===== src/hdl/mcfe_pkg.sv =====
// ----------------------------------------------------------------------------
// Modbus client frame engine package
// Shared types, codes and the CRC-16 byte update.
// ----------------------------------------------------------------------------
package mcfe_pkg;

  localparam int FrameBytes = 260;
  localparam int MaxReqLen  = FrameBytes - 9;
  localparam logic [8:0] CountMax = 9'd511;

  // Input operation codes.
  localparam logic [1:0] OP_START = 2'd0;
  localparam logic [1:0] OP_REQ   = 2'd1;
  localparam logic [1:0] OP_RESP  = 2'd2;

  // Result kinds.
  localparam logic [1:0] KIND_REQ_BYTE  = 2'd0;
  localparam logic [1:0] KIND_RESP_BYTE = 2'd1;
  localparam logic [1:0] KIND_REQ_VERD  = 2'd2;
  localparam logic [1:0] KIND_RESP_VERD = 2'd3;

  // Status codes.
  localparam logic [1:0] ST_OK    = 2'd0;
  localparam logic [1:0] ST_INVAL = 2'd1;
  localparam logic [1:0] ST_FRAME = 2'd2;
  localparam logic [1:0] ST_EXC   = 2'd3;

  // Register indexes.
  localparam logic [0:0] REG_LINK_MODE = 1'd0;
  localparam logic [0:0] REG_UNIT      = 1'd1;

  // One result item as it travels through the queue.
  typedef struct packed {
    logic [1:0] kind;
    logic [7:0] byte_out;
    logic [1:0] status;
    logic [7:0] resp_unit;
    logic [7:0] resp_function;
    logic [8:0] resp_payload_len;
    logic       end_of_run;
  } result_t;

  localparam int ResultW = $bits(result_t);

  // Reflected CRC-16 update over one byte.
  function automatic logic [15:0] crc_step(input logic [15:0] crc, input logic [7:0] b);
    logic [15:0] c;
    c = crc ^ {8'd0, b};
    for (int k = 0; k < 8; k++) begin
      c = c[0] ? ((c >> 1) ^ 16'hA001) : (c >> 1);
    end
    return c;
  endfunction

endpackage


===== src/hdl/mcfe_front.sv =====
// ----------------------------------------------------------------------------
// Modbus client frame engine front
// Accepts items, keeps request and response state, and produces up to eight
// results per item into a queue word.
// ----------------------------------------------------------------------------
module mcfe_front (
  input  logic                         clk,
  input  logic                         rst,
  input  logic                         link_mode,
  input  logic [7:0]                   unit_address,
  input  logic                         take,
  input  logic [1:0]                   op,
  input  logic [7:0]                   data,
  input  logic [7:0]                   length,
  input  logic                         last,
  output mcfe_pkg::result_t [7:0]      res,
  output logic [3:0]                   res_count
);
  import mcfe_pkg::*;

  logic [15:0] transaction_counter;
  logic [15:0] request_crc;
  logic [7:0]  request_bytes_left;
  logic        request_open;
  logic [15:0] response_crc;
  logic [8:0]  response_count;
  logic [7:0]  holdback [2];
  logic [7:0]  header [8];
  logic        response_bad;

  logic [15:0] tc_next, rcrc_next, pcrc_next;
  logic [7:0]  left_next;
  logic        open_next, bad_next, clear_resp;
  logic [15:0] crc_a;
  logic [8:0]  len9, pdu;
  logic [1:0]  st;
  logic [7:0]  fn, h_unit, h_fn, h_b2, h_b3, h_b4, h_b5, hb0, hb1;
  logic [8:0]  plen;
  logic [8:0]  mlen;
  logic        ok_rtu, ok_tcp;

  function automatic result_t mk(input logic [1:0] k, input logic [7:0] b,
                                 input logic [1:0] s);
    result_t r;
    r = '0;
    r.kind = k;
    r.byte_out = b;
    r.status = s;
    return r;
  endfunction

  // Item decode and result generation.
  always_comb begin
    res = '0;
    res_count = 4'd0;
    tc_next = transaction_counter;
    pcrc_next = request_crc;
    left_next = request_bytes_left;
    open_next = request_open;
    rcrc_next = response_crc;
    bad_next = response_bad;
    clear_resp = 1'b0;
    crc_a = '0;
    len9 = '0; pdu = '0; st = ST_OK; fn = '0; plen = '0;
    hb0 = holdback[0]; hb1 = holdback[1];
    h_unit = header[0]; h_fn = header[1]; h_b2 = header[2]; h_b3 = header[3];
    h_b4 = header[4]; h_b5 = header[5];
    mlen = length + 9'd2;
    ok_rtu = 1'b0; ok_tcp = 1'b0;
    unique case (op)
      OP_START: begin
        if (data == 8'd0 || {1'b0, length} > 9'(MaxReqLen)) begin
          res[0] = mk(KIND_REQ_VERD, 8'd0, ST_INVAL);
          res_count = 4'd1;
        end else if (!link_mode) begin
          crc_a = crc_step(crc_step(16'hFFFF, unit_address), data);
          pcrc_next = crc_a;
          res[0] = mk(KIND_REQ_BYTE, unit_address, ST_OK);
          res[1] = mk(KIND_REQ_BYTE, data, ST_OK);
          left_next = length;
          open_next = 1'b1;
          res_count = 4'd2;
          if (length == 8'd0) begin
            res[2] = mk(KIND_REQ_BYTE, crc_a[7:0], ST_OK);
            res[3] = mk(KIND_REQ_BYTE, crc_a[15:8], ST_OK);
            open_next = 1'b0;
            res_count = 4'd4;
          end
        end else begin
          tc_next = transaction_counter + 16'd1;
          res[0] = mk(KIND_REQ_BYTE, tc_next[15:8], ST_OK);
          res[1] = mk(KIND_REQ_BYTE, tc_next[7:0], ST_OK);
          res[2] = mk(KIND_REQ_BYTE, 8'd0, ST_OK);
          res[3] = mk(KIND_REQ_BYTE, 8'd0, ST_OK);
          res[4] = mk(KIND_REQ_BYTE, {7'd0, mlen[8]}, ST_OK);
          res[5] = mk(KIND_REQ_BYTE, mlen[7:0], ST_OK);
          res[6] = mk(KIND_REQ_BYTE, unit_address, ST_OK);
          res[7] = mk(KIND_REQ_BYTE, data, ST_OK);
          res_count = 4'd8;
          left_next = length;
          open_next = length != 8'd0;
        end
      end
      OP_REQ: begin
        if (!request_open || request_bytes_left == 8'd0) begin
          open_next = 1'b0;
          res[0] = mk(KIND_REQ_VERD, 8'd0, ST_INVAL);
          res_count = 4'd1;
        end else begin
          res[0] = mk(KIND_REQ_BYTE, data, ST_OK);
          res_count = 4'd1;
          left_next = request_bytes_left - 8'd1;
          if (!link_mode) begin
            crc_a = crc_step(request_crc, data);
            pcrc_next = crc_a;
            if (left_next == 8'd0) begin
              res[1] = mk(KIND_REQ_BYTE, crc_a[7:0], ST_OK);
              res[2] = mk(KIND_REQ_BYTE, crc_a[15:8], ST_OK);
              res_count = 4'd3;
              open_next = 1'b0;
            end
          end else if (left_next == 8'd0) begin
            open_next = 1'b0;
          end
        end
      end
      OP_RESP: begin
        if (response_count >= 9'(FrameBytes) || response_count >= CountMax)
          bad_next = 1'b1;
        case (response_count)
          9'd0: h_unit = data;
          9'd1: h_fn = data;
          9'd2: h_b2 = data;
          9'd3: h_b3 = data;
          9'd4: h_b4 = data;
          9'd5: h_b5 = data;
          default: ;
        endcase
        if (!link_mode) begin
          if (response_count < 9'd2) begin
            rcrc_next = crc_step(response_crc, data);
          end else begin
            if (response_count >= 9'd4) begin
              rcrc_next = crc_step(response_crc, holdback[0]);
              res[0] = mk(KIND_RESP_BYTE, holdback[0], ST_OK);
              res_count = 4'd1;
            end
            hb0 = holdback[1];
            hb1 = data;
          end
        end else if (response_count >= 9'd8) begin
          res[0] = mk(KIND_RESP_BYTE, data, ST_OK);
          res_count = 4'd1;
        end
        if (last) begin
          len9 = response_count + 9'd1;
          pdu = {h_b4[0], h_b5};
          ok_rtu = !bad_next && len9 >= 9'd5 && {hb1, hb0} == rcrc_next &&
                   h_unit == unit_address && h_b4[7:1] == 7'd0;
          // Header bytes 6 and 7 come from the stored copy only.
          if (!link_mode) begin
            ok_rtu = !bad_next && len9 >= 9'd5 && {hb1, hb0} == rcrc_next &&
                     h_unit == unit_address;
            fn = h_fn;
            plen = len9 - 9'd4;
            st = !ok_rtu ? ST_FRAME : (fn[7] ? ST_EXC : ST_OK);
          end else begin
            ok_tcp = !bad_next && len9 >= 9'd9 && h_b2 == 8'd0 && h_b3 == 8'd0 &&
                     header[6] == unit_address && h_b4[7:1] == 7'd0 &&
                     pdu >= 9'd2 && (pdu + 9'd6) == len9;
            fn = header[7];
            plen = len9 - 9'd8;
            st = !ok_tcp ? ST_FRAME : (fn[7] ? ST_EXC : ST_OK);
          end
          res[res_count[2:0]] = mk(KIND_RESP_VERD, 8'd0, st);
          if (st == ST_OK) begin
            res[res_count[2:0]].resp_unit = unit_address;
            res[res_count[2:0]].resp_function = fn;
            res[res_count[2:0]].resp_payload_len = plen;
          end
          res_count = res_count + 4'd1;
          clear_resp = 1'b1;
        end
      end
      default: ;
    endcase
    if (res_count != 4'd0) res[res_count[2:0] - 3'd1].end_of_run = 1'b1;
  end

  // State update on each accepted item.
  always_ff @(posedge clk) begin
    if (rst) begin
      transaction_counter <= '0;
      request_crc <= 16'hFFFF;
      request_bytes_left <= '0;
      request_open <= 1'b0;
      response_crc <= 16'hFFFF;
      response_count <= '0;
      holdback[0] <= '0;
      holdback[1] <= '0;
      for (int i = 0; i < 8; i++) header[i] <= '0;
      response_bad <= 1'b0;
    end else if (take) begin
      transaction_counter <= tc_next;
      request_crc <= pcrc_next;
      request_bytes_left <= left_next;
      request_open <= open_next;
      if (op == OP_RESP) begin
        if (clear_resp) begin
          response_crc <= 16'hFFFF;
          response_count <= '0;
          holdback[0] <= '0;
          holdback[1] <= '0;
          for (int i = 0; i < 8; i++) header[i] <= '0;
          response_bad <= 1'b0;
        end else begin
          response_crc <= rcrc_next;
          if (response_count < CountMax) response_count <= response_count + 9'd1;
          holdback[0] <= hb0;
          holdback[1] <= hb1;
          if (response_count < 9'd8) header[response_count[2:0]] <= data;
          response_bad <= bad_next;
        end
      end
    end
  end

endmodule


===== src/hdl/mcfe_queue.sv =====
// ----------------------------------------------------------------------------
// Modbus client frame engine queue
// Holds result groups of one item each, two deep, between front and back.
// ----------------------------------------------------------------------------
module mcfe_queue (
  input  logic                    clk,
  input  logic                    rst,
  input  logic                    push,
  input  mcfe_pkg::result_t [7:0] push_res,
  input  logic [3:0]              push_count,
  output logic                    full,
  output logic                    empty,
  output mcfe_pkg::result_t [7:0] head_res,
  output logic [3:0]              head_count,
  input  logic                    pop
);
  import mcfe_pkg::*;

  result_t [7:0] slot_res [2];
  logic [3:0]    slot_count [2];
  logic [0:0]    rd_ptr, wr_ptr;
  logic [1:0]    fill;

  assign full = fill == 2'd2;
  assign empty = fill == 2'd0;
  assign head_res = slot_res[rd_ptr];
  assign head_count = slot_count[rd_ptr];

  // Slot writes.
  always_ff @(posedge clk) begin
    if (push) begin
      slot_res[wr_ptr] <= push_res;
      slot_count[wr_ptr] <= push_count;
    end
  end

  // Pointers and fill level.
  always_ff @(posedge clk) begin
    if (rst) begin
      rd_ptr <= '0;
      wr_ptr <= '0;
      fill <= '0;
    end else begin
      if (push) wr_ptr <= wr_ptr + 1'b1;
      if (pop) rd_ptr <= rd_ptr + 1'b1;
      fill <= fill + {1'b0, push} - {1'b0, pop};
    end
  end

endmodule


===== src/hdl/mcfe_back.sv =====
// ----------------------------------------------------------------------------
// Modbus client frame engine back
// Walks the head group of the queue and presents one result per cycle while out_stall is low.
// ----------------------------------------------------------------------------
module mcfe_back (
  input  logic                    clk,
  input  logic                    rst,
  input  logic                    empty,
  input  mcfe_pkg::result_t [7:0] head_res,
  input  logic [3:0]              head_count,
  output logic                    pop,
  output logic                    out_valid,
  output mcfe_pkg::result_t       out_res,
  input  logic                    out_stall
);
  import mcfe_pkg::*;

  logic [2:0] idx;
  logic       send;

  assign out_valid = !empty;
  assign out_res = head_res[idx];
  assign send = out_valid && !out_stall;
  assign pop = send && ({1'b0, idx} + 4'd1 == head_count);

  // Position within the current group.
  always_ff @(posedge clk) begin
    if (rst) begin
      idx <= '0;
    end else if (send) begin
      idx <= pop ? 3'd0 : idx + 3'd1;
    end
  end

endmodule


===== src/hdl/modbus_client_frame_engine.sv =====
// ----------------------------------------------------------------------------
// Modbus client frame engine
// RTU/TCP request framer and response deframer with CRC-16.
// ----------------------------------------------------------------------------
// Input items (op, data, length, last) are taken with in_valid/in_stall and
// results (kind, byte_out, status, resp_*, end_of_run) leave on
// out_valid/out_stall. Each item is decoded in the cycle it is accepted and
// its zero to eight results go into a two-group queue; an item's results are
// registered in a queue slot and the back end then sends them one result per
// cycle while out_stall is low. Items that cause no result are not queued. Input
// is taken whenever the queue has room, so one item a cycle is sustained while
// each makes at most one result and the receiver does not stall.
// When the receiver stalls, the queue fills and in_stall rises.
// Reset clears the request and response state, the transaction counter and
// the queue; link_mode resets to RTU and unit_address to 1. The registers are
// written over the APB port at addresses 0 and 4 and read back there.
// ----------------------------------------------------------------------------
module modbus_client_frame_engine (
  input  logic        clk,
  input  logic        rst,
  input  logic        psel,
  input  logic        penable,
  input  logic        pwrite,
  input  logic [2:0]  paddr,
  input  logic [31:0] pwdata,
  output logic [31:0] prdata,
  output logic        pready,
  input  logic        in_valid,
  output logic        in_stall,
  input  logic [1:0]  op,
  input  logic [7:0]  data,
  input  logic [7:0]  length,
  input  logic        last,
  output logic        out_valid,
  input  logic        out_stall,
  output logic [1:0]  kind,
  output logic [7:0]  byte_out,
  output logic [1:0]  status,
  output logic [7:0]  resp_unit,
  output logic [7:0]  resp_function,
  output logic [8:0]  resp_payload_len,
  output logic        end_of_run
);
  import mcfe_pkg::*;

  logic          link_mode;
  logic [7:0]    unit_address;
  logic          take, full, empty, pop, push;
  result_t [7:0] f_res, h_res;
  logic [3:0]    f_count, h_count;
  result_t       o;

  assign pready = 1'b1;

  // Configuration registers.
  always_ff @(posedge clk) begin
    if (rst) begin
      link_mode <= 1'b0;
      unit_address <= 8'd1;
    end else if (psel && penable && pwrite) begin
      if (paddr[2] == REG_LINK_MODE) link_mode <= pwdata[0];
      else unit_address <= pwdata[7:0];
    end
  end

  always_comb begin
    prdata = '0;
    if (paddr[2] == REG_UNIT) prdata[7:0] = unit_address;
    else prdata[0] = link_mode;
  end

  assign in_stall = full;
  assign take = in_valid && !full;
  assign push = take && f_count != 4'd0;

  mcfe_front u_front (
    .clk, .rst, .link_mode, .unit_address, .take, .op, .data, .length, .last,
    .res(f_res), .res_count(f_count)
  );

  mcfe_queue u_queue (
    .clk, .rst, .push, .push_res(f_res), .push_count(f_count), .full, .empty,
    .head_res(h_res), .head_count(h_count), .pop
  );

  mcfe_back u_back (
    .clk, .rst, .empty, .head_res(h_res), .head_count(h_count), .pop,
    .out_valid, .out_res(o), .out_stall
  );

  assign kind = o.kind;
  assign byte_out = o.byte_out;
  assign status = o.status;
  assign resp_unit = o.resp_unit;
  assign resp_function = o.resp_function;
  assign resp_payload_len = o.resp_payload_len;
  assign end_of_run = o.end_of_run;

endmodule


===== config.mk =====
export PLATFORM = sky130hd
export DESIGN_NAME = modbus_client_frame_engine
export DESIGN_NICKNAME = d
export VERILOG_FILES = /design/src/hdl/mcfe_pkg.sv /design/src/hdl/mcfe_front.sv /design/src/hdl/mcfe_queue.sv /design/src/hdl/mcfe_back.sv /design/src/hdl/modbus_client_frame_engine.sv
export SDC_FILE = /design/constraint.sdc
export NUM_CORES = 1
export LEC_CHECK = 0
export BUFFER_PORTS_ARGS = -buffer_cell sky130_fd_sc_hd__buf_2
export CAP_MARGIN = 40
export CORE_UTILIZATION = 40
export CTS_BUF_LIST = sky130_fd_sc_hd__clkbuf_16
export DETAILED_ROUTE_END_ITERATION = 10
export SETUP_SLACK_MARGIN = 0.2
export SLEW_MARGIN = 20
export SYNTH_ARGS = -nofsm -noshare
export SYNTH_HDL_FRONTEND = slang
export SYNTH_SLANG_ARGS = --single-unit

===== constraint.sdc =====
create_clock -name clk -period 11.3 [get_ports clk]
set_input_delay 1.695 -clock clk [delete_from_list [all_inputs] [get_ports clk]]
set_output_delay 1.695 -clock clk [all_outputs]
set_load 0.005 [all_outputs]

Yosys cells after proc, flatten, opt, wreduce, memory -nomap -nowiden --
Memory sizes are Yosys's and may differ from the RTL's. A register that Yosys moved wholly into a read port is not among the register bits. Index checks and enable logic that the tools add are counted.
Word-level totals: register bits 83, RAM bits 696, output and inout bits 73, logic and storage cells 365, memories 4
Cells by class: add/sub/neg operators 15, $lt $le $gt $ge 16, eq/ne operators 18, muxes and demuxes 190, bitwise operators 59, reductions and logical operators 50
Memory list:
- u_queue.slot_res | words 2, width 304, rd ports 1, clocked after Yosys merged registers in 1, write ports 1, line mcfe_queue.sv:19 | result_t [7:0] slot_res [2];
- u_front.header | words 8, width 8, rd ports 8, clocked after Yosys merged registers in 0, write ports 8, line mcfe_front.sv:28 | logic [7:0] header [8];
- u_front.holdback | words 2, width 8, rd ports 2, clocked after Yosys merged registers in 0, write ports 2, line mcfe_front.sv:27 | logic [7:0] holdback [2];
- u_queue.slot_count | words 2, width 4, rd ports 1, clocked after Yosys merged registers in 1, write ports 1, line mcfe_queue.sv:20 | logic [3:0] slot_count [2];
Operator list (count):
- 304-bit bitwise mux | 5
- 304-bit 2-to-1 mux | 3
- 16-bit 2-to-1 mux | 49
- 38-bit demux with 3-bit select | 5
- 190-bit one-hot mux with 2 select lines | 1
- 114-bit one-hot mux with 3 select lines | 1
- 8-bit 2-to-1 mux | 38
- 266-bit 2-to-1 mux | 1
- 38-bit 2-to-1 mux | 7
- 152-bit 2-to-1 mux | 1
- 76-bit 2-to-1 mux | 2
- 150-bit 2-to-1 mux | 1
- 74-bit 2-to-1 mux | 2
- 2-bit inverter with 3-bit output | 40
- 38-bit binary-select mux with 3-bit select | 1
- 37-bit 2-to-1 mux | 2
- 16-bit by 8-bit XOR with 16-bit output | 4
- 8-bit zero test | 6
- 9-bit 2-to-1 mux | 5
- 1-bit 2-to-1 mux | 39
- 4-bit 2-to-1 mux | 8
- 16-bit one-hot mux with 2 select lines | 1
- 26-bit 2-to-1 mux | 1
- 9-bit by 2-bit equality test with 1-bit output (second input constant) | 2
- other kinds (59) | 123

Logic depth before layout (Yosys ltp) --
word-level depth 40, gate-level depth with buffers 18

Hierarchy --
A second synthesis with hierarchy kept.
Second synthesis, totals: cells, all modules 2745, area, all modules 39228.9 um^2
By module, submodules not included:
- mcfe_queue | times used 1, cells an instance 979, area an instance 23248.5 um^2, seq. area each 18597.8 um^2
- mcfe_front | times used 1, cells an instance 1526, area an instance 12610.8 um^2, seq. area each 3743.6 um^2
- mcfe_back | times used 1, cells an instance 163, area an instance 2682.6 um^2, seq. area each 60.1 um^2
- modbus_client_frame_engine | times used 1, cells an instance 77, area an instance 686.9 um^2, seq. area each 180.2 um^2

Least setup slack after synthesis --
No wires, ideal clock.
path type input-to-reg, from input data[2], to memory u_queue.slot_count[0][0], enable pin, library setup time 0.628 ns, data arrival time 10.075 ns, required time 10.672 ns, setup slack 0.597 ns, cell stages on the path 14, buffers on the path 2, cells stage by stage clkbuf_1 -> clkbuf_1 -> inv_2 -> ha_1 -> nand4b_1 -> nor2_1 -> a311oi_1 -> nand2b_1 -> nor2_1 -> o21ai_0 -> and3_1 -> ha_1 -> a31oi_1 -> nor2b_1
Between the ends: longest elaborated chain between the ends 8
RTL lines:
- from (decl) | line modbus_client_frame_engine.sv:31 | input logic [7:0] data,
- 8-bit zero test | line mcfe_front.sv:72 | if (data == 8'd0 || {1'b0, length} > 9'(MaxReqLen)) begin
- 1-bit logical OR | line mcfe_front.sv:72
- 4-bit 2-to-1 mux | line mcfe_front.sv:72
- 4-bit one-hot mux with 3 select lines | line mcfe_front.sv:70 | unique case (op)
- 4-bit nonzero test | line modbus_client_frame_engine.sv:74 | assign push = take && f_count != 4'd0;
- 1-bit logical AND | line modbus_client_frame_engine.sv:74
- named net push | line modbus_client_frame_engine.sv:48 | logic take, full, empty, pop, push;
- 1-bit 2-to-1 mux | line mcfe_queue.sv:31 | if (push) begin
- 1-bit 2-to-1 mux (not written as such) | line mcfe_queue.sv:33 | slot_count[wr_ptr] <= push_count;
- to (decl) | line mcfe_queue.sv:20
The timed path passes the listed nets, and every way through them passes these cells.

Final worst setup path --
from input data[0], to memory u_queue.slot_res[1][104] in the netlist's numbering, enable pin
Between the ends: longest elaborated chain between the ends 8
RTL lines:
- 8-bit zero test | line mcfe_front.sv:72
- 1-bit logical OR | line mcfe_front.sv:72
- 4-bit 2-to-1 mux | line mcfe_front.sv:72
- 4-bit one-hot mux with 3 select lines | line mcfe_front.sv:70
- 4-bit nonzero test | line modbus_client_frame_engine.sv:74
- 1-bit logical AND | line modbus_client_frame_engine.sv:74
- named net push | line modbus_client_frame_engine.sv:48
- 1-bit 2-to-1 mux | line mcfe_queue.sv:31
- 1-bit 2-to-1 mux (not written as such) | line mcfe_queue.sv:32 | slot_res[wr_ptr] <= push_res;
- to (decl) | line mcfe_queue.sv:19
The timed path passes the listed nets, and every way through them passes these cells.

==> run metrics <==
status=finished clean; Avg Inst Size Synth=11.7 um^2; sequential-to-total area share from yosys stat=53.8%; number of enable flip-flop cells after synthesis=332; Final Hold Slack=493 ps; Worst path top cell family by delay=simple AND/OR/NAND/NOR gates; final non-filler cell area=0.0242 mm^2; maximum ir drop on the vdd rail=roughly 0.00011 V; logic depth of the worst register-to-register path=17; count of yosys warnings during synthesis=0; required time of the critical path=about 12,000 ps; unrepaired setup endpoints after global routing=false; starting density of the core=approximately two fifths; via count=15,100; transition time of the tightest slew-check pin=911 ps; Post-synth top cells=sky130_fd_sc_hd__edfxtp_1, sky130_fd_sc_hd__nor2_1, sky130_fd_sc_hd__xnor2_1; detailed-route vias per instance=5.73; slowest stage delay, CP=approximately 640 ps; number of gates on the worst path with buffers counted=12; clock skew after layout=19.9 ps; post-CTS resize count=0; path category of the worst min-delay check=register to register; largest driver fanout on the critical path=47; cells taking the most area after synthesis=sky130_fd_sc_hd__edfxtp_1, sky130_fd_sc_hd__dfxtp_1, sky130_fd_sc_hd__mux4_2; wire length per cell after detailed routing=22.4 um; worst-case headroom to the max-slew limit=39.1%; cell area reported after detailed placement=0.0228 mm^2; min Tclk post-route=6700 ps; htree depth=2; slowest stage cell, crit path=sky130_fd_sc_hd__buf_4; post-route DRC violation count=0; worst-case clock buffer depth=3; relative area change from synthesis to final layout=11.9%; routability-driven placement congestion ratio=0.920; total of max-cap violations=0; flop and latch count out of synthesis=416; Static Leakage=8.63 nW; initial antenna violation count=1; cell mode on critical path=sky130_fd_sc_hd__nor2_1; final standard cell count with taps included and fillers excluded=2,630; Antenna Nets Post-Route=0; crit end category=register; filler instances=about 5,000; Iter 0 DRT Violations=1,459; f_max=0.149 GHz; IO Port Bufs=82; cell with the most instances after synthesis=sky130_fd_sc_hd__edfxtp_1; worst reg2reg path startpoint=u_front.response_count[1]$_SDFFE_PP0P_; setup bufs post-CTS=0; total negative slack=0 ps; endpoint of the worst-slack reg-to-reg timing path=u_queue.slot_res[0][16]$_DFFE_PP_; Synth Cell Area=0.0216 mm^2; number of global-route vias before repair=14,700; overall die height=235 um; post-synthesis cell type with the largest combined area=sky130_fd_sc_hd__edfxtp_1; placed insts=2,545; R2R setup slack=5210 ps; Top FF cell, synth=sky130_fd_sc_hd__edfxtp_1; CTS Hold Buffers Added=0; pins over their slew limit=0; DIE AREA=0.0550 mm^2; Setup-failing EPs final=0; PwrDens=148 mW/mm^2; die span in x=235 um; wire length of the first global-routing pass=90,200 um; clock tree from TritonCTS=yes; root buffer selected by CTS=sky130_fd_sc_hd__clkbuf_16; number of detailed-route iterations in the first pass=8; largest net degree at the start of global routing=63; detailed placement HPWL=slightly above 40,000 um; data arrival at the endpoint of the critical path=6910 ps; capture point of the critical path=u_queue.slot_res[1][104]$_DFFE_PP_; CP Class=input pin to register; number of instances in the synthesized netlist=1,851; Antenna Diode Count=0; ordered cell list for the critical path=buf_2, inv_1, ha_1, nand4b_1, nor2_1, a311oi_1, nand2b_1, nor2_1, nand2_1, a31oi_1, and2_4, buf_4; Period Utilization, post-route=59.3%; portion of synthesized cell area occupied by the leading cell type=between 40 and 50%; fraction of layout instances using a drive strength above 1=15.2%; row cnt=84; net total in the final layout=1,993; asr flop ratio synth=0%; startpoint type of the worst setup path=input pin; number of top-level design ports=134; placeable core area=0.0530 mm^2; Sink Count=416; Critical path buffers and inverters=3; wire length reported by the detailed router=59,000 um; total routing usage reported by global routing=21.3%; number of failing hold endpoints at the final stage=0; insertion delay to the later sink of the worst-skew pair=about 590 ps; launching element of the worst setup path=data[0]; power after layout=between 3 and 4 mW; clock-pin slew on the worst setup and hold paths=60 ps; CTS buffer count=between 40 and 50; total congestion overflow after global routing=0; unique cell type count in the Yosys netlist=87
-- tightest hold or removal path, delay by kind of cell, from the launching register on --
| kind | cells | cell delay (ps) |
|---|---|---|
| flip-flops | 1 | 330 |
| AND/OR/NAND/NOR | 1 | 60 |
| AO/OA/AOI/OAI | 1 | 50 |
-- cell usage in the layout, fill, tap and decap left out, types with 7 or more instances in the layout --
master                      count
sky130_fd_sc_hd__clkbuf_16     46
sky130_fd_sc_hd__buf_2         87
sky130_fd_sc_hd__nor2_1       178
sky130_fd_sc_hd__a22oi_1       19
sky130_fd_sc_hd__a22o_1         9
sky130_fd_sc_hd__o21ai_0       53
sky130_fd_sc_hd__o31ai_1        8
sky130_fd_sc_hd__nor4_1        36
sky130_fd_sc_hd__or3_1          9
sky130_fd_sc_hd__clkinv_1       8
sky130_fd_sc_hd__inv_1         47
sky130_fd_sc_hd__nand3_1       35
sky130_fd_sc_hd__and2_1        69
sky130_fd_sc_hd__ha_1          25
sky130_fd_sc_hd__nor2b_1       14
sky130_fd_sc_hd__buf_4         46
sky130_fd_sc_hd__mux2i_1       49
sky130_fd_sc_hd__mux4_2        58
sky130_fd_sc_hd__a21oi_1       76
sky130_fd_sc_hd__dfxtp_1       81
sky130_fd_sc_hd__xor2_1        50
sky130_fd_sc_hd__mux2_2        14
sky130_fd_sc_hd__edfxtp_1     332
sky130_fd_sc_hd__conb_1        31
sky130_fd_sc_hd__and3_1        28
sky130_fd_sc_hd__xnor3_1        7
sky130_fd_sc_hd__nand2_1      110
sky130_fd_sc_hd__nor3_1        77
sky130_fd_sc_hd__o22ai_1       16
sky130_fd_sc_hd__xnor2_1      124
sky130_fd_sc_hd__nand4_1       11
sky130_fd_sc_hd__a211oi_1      19
sky130_fd_sc_hd__nand2b_1      14
sky130_fd_sc_hd__a211o_1       17
-- power by group --
| part | leakage [nW] | switching, mW | total [mW] | internal [mW] |
|---|---|---|---|---|
| clock | 0.745 | 0.610 | 1.39 | 0.782 |
| sequential | 4.06 | 0.0315 | 1.75 | 1.71 |
| combinational | 3.82 | 0.262 | 0.445 | 0.183 |
| total | 8.63 | 0.904 | 3.58 | 2.68 |
-- worst min-delay path by stage --
| stage | startpoint | end | slack [ps] | depth (start not counted) |
|---|---|---|---|---|
| 6_report | u_front.transaction_counter[1]$_SDFFE_PP0P_ | u_front.transaction_counter[1]$_SDFFE_PP0P_ | 490 | 2 |
| 3_3_place_gp | u_front.request_crc[14]$_SDFFE_PP1P_ | u_front.request_crc[14]$_SDFFE_PP1P_ | 470 | 1 |
| 5_1_grt | u_front.response_crc[8]$_SDFFE_PP1P_ | u_front.response_crc[8]$_SDFFE_PP1P_ | 530 | 2 |
| 2_1_floorplan | u_front.response_bad$_SDFFE_PP0P_ | u_front.response_bad$_SDFFE_PP0P_ | 440 | 1 |
| 4_1_cts | u_front.transaction_counter[1]$_SDFFE_PP0P_ | u_front.transaction_counter[1]$_SDFFE_PP0P_ | 490 | 2 |
| 3_5_place_dp | u_front.request_crc[14]$_SDFFE_PP1P_ | u_front.request_crc[14]$_SDFFE_PP1P_ | 470 | 1 |
-- metrics by stage --
step / setup WS (ps) / util (%)
after global placement: 3990 / 42.7
after detailed placement: 4010 / 43.0
final: 4600 / 45.7
after CTS: 4600 / 45.6
after floorplan: 597 / -
after global routing: 4230 / 45.7
-- cell type report --
| cell class | count | area (um^2) | area share [%] |
|---|---|---|---|
| Sequential cell | 416 | 11700 | 48.2 |
| Multi-Input combinational cell | 1270 | 9270 | 38.3 |
| Clock inverter | 36 | 223 | 0.920 |
| Timing Repair Buffer | 141 | 923 | 3.81 |
| Inverter | 33 | 124 | 0.512 |
| Clock buffer | 46 | 1150 | 4.75 |
| Tap cell | 688 | 861 | 3.56 |
-- registers in the layout, summed over array words and instances, names as in the netlist, 2 cells and up, named ones only --
name,count
u_queue.slot_res,244
u_front.header,64
u_front.holdback,16
u_front.request_crc,16
u_front.response_crc,16
u_front.transaction_counter,16
u_front.response_count,9
u_front.request_bytes_left,8
u_queue.slot_count,8
unit_address,8
u_back.idx,3
u_queue.fill,2
-- layer usage --
metal  vias up  global-route usage (%)  share of wire [%]
met3        91                    3.05                6.1
met4         0                    6.50                2.6
li1       6935                       -                  -
met2       511                    33.6                 46
met5         -                       0                  0
met1      7546                    30.2                 45
-- kinds of logic (layout without fill, tap and decap cells) --
kind of cell | after synthesis | count (layout) | synth area share, %
compound gates | 295 | 295 | 9.28
xor+xnor | 186 | 186 | 8.28
fa+ha+maj | 25 | 25 | 1.45
buf+inv | 194 | 256 | 3.99
flops | 416 | 416 | 53.8
mux | 121 | 121 | 9.03
other cells | 2 | 31 | 0.0347
simple gates | 612 | 612 | 14.1
(Power assumes the default switching activity.)
